==> src/rtl/tlbl_pkg.sv <==
// ----------------------------------------------------------------------------
// TLB lookup package
// Sizes, codes and the records passed along the cell chain.
// ----------------------------------------------------------------------------
package tlbl_pkg;

  localparam int ENTRIES   = 16;
  localparam int PAGE_BITS = 20;
  localparam int PID_W     = 16;
  localparam int FRAME_W   = 16;
  localparam int STAMP_W   = 32;
  localparam int COUNT_W   = 32;
  localparam int EIU_W     = 5;
  localparam int CFG_IDX_W = 1;
  localparam int CFG_W     = 5;
  localparam int IDX_W     = (ENTRIES > 1) ? $clog2(ENTRIES) : 1;
  localparam int CNT_W     = $clog2(ENTRIES + 1);

  localparam logic FUNC_LOOKUP = 1'b0;
  localparam logic FUNC_FILL   = 1'b1;

  localparam logic [CFG_IDX_W-1:0] CFG_ENTRIES = 1'b0;
  localparam logic [CFG_IDX_W-1:0] CFG_POLICY  = 1'b1;

  typedef enum logic [1:0] {
    ST_IDLE,
    ST_SWEEP,
    ST_COMMIT
  } tlbl_state_t;

  // Request and partial search result, handed from cell to cell.
  typedef struct packed {
    logic                 go;
    logic                 func;
    logic [PID_W-1:0]     pid;
    logic [PAGE_BITS-1:0] page;
    logic [FRAME_W-1:0]   frame;
    logic [CNT_W-1:0]     remaining;
    logic [IDX_W-1:0]     pos;
    logic                 hit;
    logic [IDX_W-1:0]     hit_idx;
    logic [FRAME_W-1:0]   hit_frame;
    logic                 empty_found;
    logic [IDX_W-1:0]     empty_idx;
    logic                 best_set;
    logic [IDX_W-1:0]     best_idx;
    logic [STAMP_W-1:0]   best_stamp;
    logic [PID_W-1:0]     best_pid;
    logic [PAGE_BITS-1:0] best_page;
  } tlbl_carry_t;

  // Update broadcast to the cells at commit.
  typedef struct packed {
    logic                 fill;
    logic [PID_W-1:0]     pid;
    logic [PAGE_BITS-1:0] page;
    logic [FRAME_W-1:0]   frame;
    logic [STAMP_W-1:0]   stamp;
  } tlbl_wr_t;

endpackage

==> src/rtl/tlbl_cell.sv <==
// ----------------------------------------------------------------------------
// TLB cell
// One entry: compares the passing request and forwards the search record.
// ----------------------------------------------------------------------------
module tlbl_cell
  import tlbl_pkg::*;
(
  input  logic        clk,
  input  logic        rst,
  input  tlbl_carry_t carry_in,
  output tlbl_carry_t carry_out,
  input  logic        wr_en,
  input  tlbl_wr_t    wr
);

  logic                 valid;
  logic [PID_W-1:0]     pid;
  logic [PAGE_BITS-1:0] page;
  logic [FRAME_W-1:0]   frame;
  logic [STAMP_W-1:0]   stamp;
  tlbl_carry_t          carry_next;

  always_comb begin
    carry_next = carry_in;
    if (carry_in.remaining != '0) begin
      carry_next.remaining = carry_in.remaining - CNT_W'(1);
      // keep the lowest matching entry
      if (!carry_in.hit && valid && pid == carry_in.pid && page == carry_in.page) begin
        carry_next.hit       = 1'b1;
        carry_next.hit_idx   = carry_in.pos;
        carry_next.hit_frame = frame;
      end
      if (!carry_in.empty_found && !valid) begin
        carry_next.empty_found = 1'b1;
        carry_next.empty_idx   = carry_in.pos;
      end
      // strict compare: ties keep the lower entry
      if (!carry_in.best_set || stamp < carry_in.best_stamp) begin
        carry_next.best_set   = 1'b1;
        carry_next.best_idx   = carry_in.pos;
        carry_next.best_stamp = stamp;
        carry_next.best_pid   = pid;
        carry_next.best_page  = page;
      end
    end
    carry_next.pos = carry_in.pos + IDX_W'(1);
  end

  always_ff @(posedge clk) begin
    if (rst) begin
      carry_out <= '0;
    end else begin
      carry_out <= carry_next;
    end
  end

  always_ff @(posedge clk) begin
    if (rst) begin
      valid <= 1'b0;
    end else if (wr_en && wr.fill) begin
      valid <= 1'b1;
    end
  end

  always_ff @(posedge clk) begin
    if (wr_en) begin
      stamp <= wr.stamp;
      if (wr.fill) begin
        pid   <= wr.pid;
        page  <= wr.page;
        frame <= wr.frame;
      end
    end
  end

endmodule

==> config.mk <==
export PLATFORM = sky130hd
export DESIGN_NAME = tlbl_cell
export DESIGN_NICKNAME = d
export VERILOG_FILES = /design/src/rtl/tlbl_pkg.sv /design/src/rtl/tlbl_cell.sv
export SDC_FILE = /design/constraint.sdc
export NUM_CORES = 1
export LEC_CHECK = 0
export BUFFER_PORTS_ARGS = -buffer_cell sky130_fd_sc_hd__buf_2
export CORE_ASPECT_RATIO = 0.6
export CORE_MARGIN = 2
export CORE_UTILIZATION = 26
export DETAILED_ROUTE_END_ITERATION = 8
export PLACE_DENSITY = 0.48
export SLEW_MARGIN = 20
export SYNTH_ARGS = -nofsm -noshare
export SYNTH_HDL_FRONTEND = slang
export SYNTH_SLANG_ARGS = --single-unit
==> constraint.sdc <==
create_clock -name clk -period 5.3 [get_ports clk]
set_clock_uncertainty 0.15 [all_clocks]
set_input_delay 1.06 -clock clk [delete_from_list [all_inputs] [get_ports clk]]
set_output_delay 1.06 -clock clk [all_outputs]
set_load 0.03 [all_outputs]
==> impl_metrics.prom <==
# TYPE chip_impl_metric gauge
chip_impl_info{name="run_status",value="complete, no violations"} 1
chip_impl_info{name="cts_tree",value="done"} 1
chip_impl_metric{name="final.period_utilization",unit=""} 0.657
chip_impl_info{name="rsz0062_at_grt",value="no"} 1
chip_impl_info{name="timing.critical_path.cells",value="buf_2 > inv_1 > ha_1 > a2111o_1 > a32oi_1 > o211ai_1 > a2111oi_4 > buf_12 > mux2i_1"} 1
chip_impl_metric{name="post_synth_cell_types",unit=""} 37
chip_impl_metric{name="grt.total_usage",unit=""} 0.153
chip_impl_metric{name="synth_enable_flop_cells",unit=""} 84
chip_impl_metric{name="finalCriticalPeriod",unit="ps"} 3480
chip_impl_info{name="clock_tree.root_cell",value="clkbuf_16"} 1
chip_impl_metric{name="timing.final.max_slew_violations",unit=""} 0
chip_impl_metric{name="cts.hold.buffers_added",unit=""} 0
chip_impl_metric{name="share_of_flip_flops_with_an_asynchronous_set_or_reset",unit=""} 0
chip_impl_metric{name="post_synth_and_or_nand_nor_area_fraction",unit=""} 0.172
chip_impl_metric{name="seq_area_frac_synth",unit=""} 0.594
chip_impl_metric{name="wire_length_of_the_first_global_routing_pass",unit="µm"} 44700
chip_impl_metric{name="ctsLongestPathBuffers",unit=""} 3
chip_impl_metric{name="post_cts_resized",unit=""} 0
chip_impl_metric{name="grt_pass1_vias",unit=""} 7171
chip_impl_info{name="hp-class",value="register to register"} 1
chip_impl_metric{name="worstSkewPairLatency",unit="ps"} 540
chip_impl_metric{name="top_level_port_count",unit=""} 412
chip_impl_metric{name="multiInputGateArea",unit="mm²"} 0.00359
chip_impl_info{name="synth_top_flop_cell",value="dfxtp_1"} 1
chip_impl_info{name="timing.hold.worst_endpoint",value="carry_out[82]"} 1
chip_impl_metric{name="worstPathBufferInverterCount",unit=""} 3
chip_impl_metric{name="max_slew_margin",unit=""} 0.283
chip_impl_metric{name="synth_mux_area_frac",unit=""} 0.0986
chip_impl_metric{name="r2r_setup_slack",unit="ps"} 2090
chip_impl_info{name="critical_path_end_type",value="register"} 1
chip_impl_metric{name="post-route-drc-count",unit=""} 0
chip_impl_metric{name="pwr_density_cell",unit="mW/mm²"} 376
chip_impl_metric{name="n_fill_cell",unit=""} 3727
chip_impl_metric{name="gp_congestion",unit=""} 0.793
chip_impl_metric{name="chipWidth",unit="µm"} 254
chip_impl_metric{name="post_synth_fa_ha_maj_area_fraction",unit=""} 0.0424
chip_impl_metric{name="synth_compound_gate_area_share",unit=""} 0.0168
chip_impl_metric{name="die_area",unit="mm²"} 0.0391
chip_impl_metric{name="yosys_register_bits",unit=""} 247
chip_impl_metric{name="share_of_final_layout_standard_cells_stronger_than_drive_strength_1",unit=""} 0.381
chip_impl_metric{name="syn_area",unit="mm²"} 0.00975
chip_impl_metric{name="clkSlewWorstSetupHoldPaths",unit="ps"} 70
chip_impl_info{name="synth_largest_area_cell",value="dfxtp_1"} 1
chip_impl_info{name="synth.top_cells.by_area",value="dfxtp_1 (33%), edfxtp_1 (26%), mux2i_1 (9.9%)"} 1
chip_impl_metric{name="viasPerCell",unit=""} 4.09
chip_impl_metric{name="drt_first_iter_violations",unit=""} 275
chip_impl_metric{name="non_filler_instances",unit=""} 1734
chip_impl_metric{name="grt_max_degree",unit=""} 152
chip_impl_metric{name="ctsHtreeMaxLevel",unit=""} 1
chip_impl_metric{name="drv.max_cap_violation_count",unit=""} 0
chip_impl_metric{name="worstHoldPathCells",unit=""} 2
chip_impl_metric{name="finalHoldViolCount",unit=""} 0
chip_impl_metric{name="fin_setup_tns",unit="ps"} 0
chip_impl_metric{name="gr-total-overflow",unit=""} 0
chip_impl_metric{name="syn_inst",unit=""} 798
chip_impl_info{name="cp_top_family",value="compound AO/OA/AOI/OAI gates"} 1
chip_impl_metric{name="syn-num-nets",unit=""} 1081
chip_impl_metric{name="final-seq-area",unit="mm²"} 0.00579
chip_impl_metric{name="initial_core_util",unit=""} 0.266
chip_impl_metric{name="fraction_of_synthesized_cell_area_in_xor_and_xnor_cells",unit=""} 0.0368
chip_impl_metric{name="total_clock_buffers_created_by_cts",unit=""} 26
chip_impl_info{name="cp_slowest_cell",value="a2111oi_4"} 1
chip_impl_metric{name="setup_viol",unit=""} 0
chip_impl_metric{name="clkSinkCount",unit=""} 247
chip_impl_metric{name="timing_worst_slew_pin_value",unit="ps"} 1070
chip_impl_metric{name="required",unit="ps"} 5600
chip_impl_metric{name="placed_cells_incl_taps",unit=""} 1685
chip_impl_metric{name="grt_antenna_before_repair",unit=""} 10
chip_impl_metric{name="first_pass_iters",unit=""} 4
chip_impl_metric{name="reg2reg_depth",unit=""} 7
chip_impl_info{name="worstHoldStart",value="frame[4]"} 1
chip_impl_metric{name="via_count",unit=""} 7096
chip_impl_info{name="r2r_start",value="stamp[1]"} 1
chip_impl_info{name="setup.worst_path.start_class",value="input pin"} 1
chip_impl_metric{name="crit_fanout",unit=""} 63
chip_impl_metric{name="core_footprint",unit="mm²"} 0.0366
chip_impl_metric{name="area_growth",unit="%"} 36.1
chip_impl_info{name="timing.setup.critical_path_class",value="input pin to register"} 1
chip_impl_metric{name="yosysWarningCount",unit=""} 0
chip_impl_metric{name="fmax",unit="MHz"} 287
chip_impl_metric{name="avgSynthCellArea",unit="µm²"} 12.2
chip_impl_metric{name="numPortBuffers",unit=""} 411
chip_impl_metric{name="cp_data_arrival_time",unit="ps"} 3790
chip_impl_metric{name="row_count",unit=""} 54
chip_impl_info{name="synth_most_common_cell",value="dfxtp_1"} 1
chip_impl_metric{name="avgRoutedWirePerCell",unit="µm"} 17.8
chip_impl_metric{name="irDropWorstVdd",unit="mV"} 0.202
chip_impl_metric{name="design.final.nets",unit=""} 1492
chip_impl_metric{name="final_core_utilization",unit=""} 0.362
chip_impl_info{name="synth_top_cells_by_count",value="dfxtp_1 (163), nand2b_1 (144), mux2i_1 (96), edfxtp_1 (84), nor2b_1 (55)"} 1
chip_impl_metric{name="die_h",unit="µm"} 154
chip_impl_metric{name="p_leak",unit="nW"} 6.34
chip_impl_metric{name="drtAntennaViolNets",unit=""} 0
chip_impl_metric{name="cts.repair_timing.setup_buffer_count",unit=""} 0
chip_impl_metric{name="dp.final_hpwl",unit="µm"} 23100
chip_impl_info{name="r2r_endpoint",value="carry_out[21]"} 1
chip_impl_info{name="combinational_family_with_the_most_area_after_synthesis",value="simple AND/OR/NAND/NOR gates"} 1
chip_impl_metric{name="worst_path_largest_cell_delay",unit="ps"} 530
chip_impl_metric{name="finalWirelength",unit="µm"} 30800
chip_impl_metric{name="yosysTopAreaCellShare",unit=""} 0.335
## tightest hold or removal path, stage by stage, from the launching register on
cell	delay (ps)
edfxtp_1	320
mux2i_1	60
nor2_1	70
## cells by family after synthesis
| group | Yosys count |
|---|---|
| and+or+nand+nor | 285 |
| xor gates and xnor gates | 41 |
| DFF | 247 |
| adders and majority gates | 33 |
| muxes | 96 |
| AOI/OAI and AO/OA | 26 |
| buffers and inverters | 70 |
## through the flow
stage / power [mW] / area (µm²) / hold slack, ps / worst slack [ps]
2_1_floorplan: 2.67 / 9750 / 306 / 2110
6_report: 4.99 / 13300 / 338 / 1820
3_5_place_dp: 2.97 / 12300 / 324 / 1300
3_3_place_gp: 2.96 / 12300 / 309 / 1390
4_1_cts: 5.08 / 13300 / 343 / 1870
5_1_grt: 5.22 / 13300 / 362 / 1710
## power by group
group | switching [mW] | internal, mW
logic | 0.476 | 0.278
registers | 0.0497 | 2.11
clock network | 0.795 | 1.29
## metal layers
layer / vias to the layer above / track usage / routed length [µm]
met3: 45 / 0.0457 / 2210
met5: - / 0 / 53
met4: 8 / 0.0263 / 502
met2: 239 / 0.255 / 14300
met1: 3325 / 0.196 / 13700
li1: 3479 / - / -
## worst max path at each step
stage	depth (start not counted)	slack (ps)	end	startpoint
floorplan	8	2110	carry_out[78]	carry_in[103]
global placement	9	1390	carry_out[18]	carry_in[37]
detailed placement	9	1300	carry_out[21]	carry_in[37]
CTS	9	1870	carry_out[21]	carry_in[37]
global route	9	1710	carry_out[7]	carry_in[37]
finish	9	1820	carry_out[21]	carry_in[37]
## registers in the layout, indices dropped and copies added (netlist names)
register   cells
frame         16
carry_out    162
pid           16
stamp         32
valid          1
page          20
## placed cells by master, fill, tap and decap left out, drive strengths merged, types with 4 or more instances in the layout
cell,Yosys,layout
nand2,10,10
xnor2,8,8
inv,34,35
ha,33,33
nand2b,145,145
nand3,4,4
clkbuf,26,36
clkinv,0,4
nand4,5,5
nor4,9,9
bufinv,0,5
nor3,6,6
dfxtp,163,163
nor2,43,43
nor2b,55,55
o21ai,4,4
xor2,33,33
a21oi,14,14
mux2i,96,96
buf,10,419
edfxtp,84,84
## final cells by class
cell class | count | share of cell area
repair buffers | 419 | 0.162
clock inverters | 12 | 0.0144
diodes | 1 | 0.000189
well taps | 504 | 0.0475
multi-input cells | 481 | 0.271
inverters | 34 | 0.00962
clock buffers | 36 | 0.0596
flip-flops and latches | 247 | 0.436
Note: power is estimated with default switching activity, not from simulation.
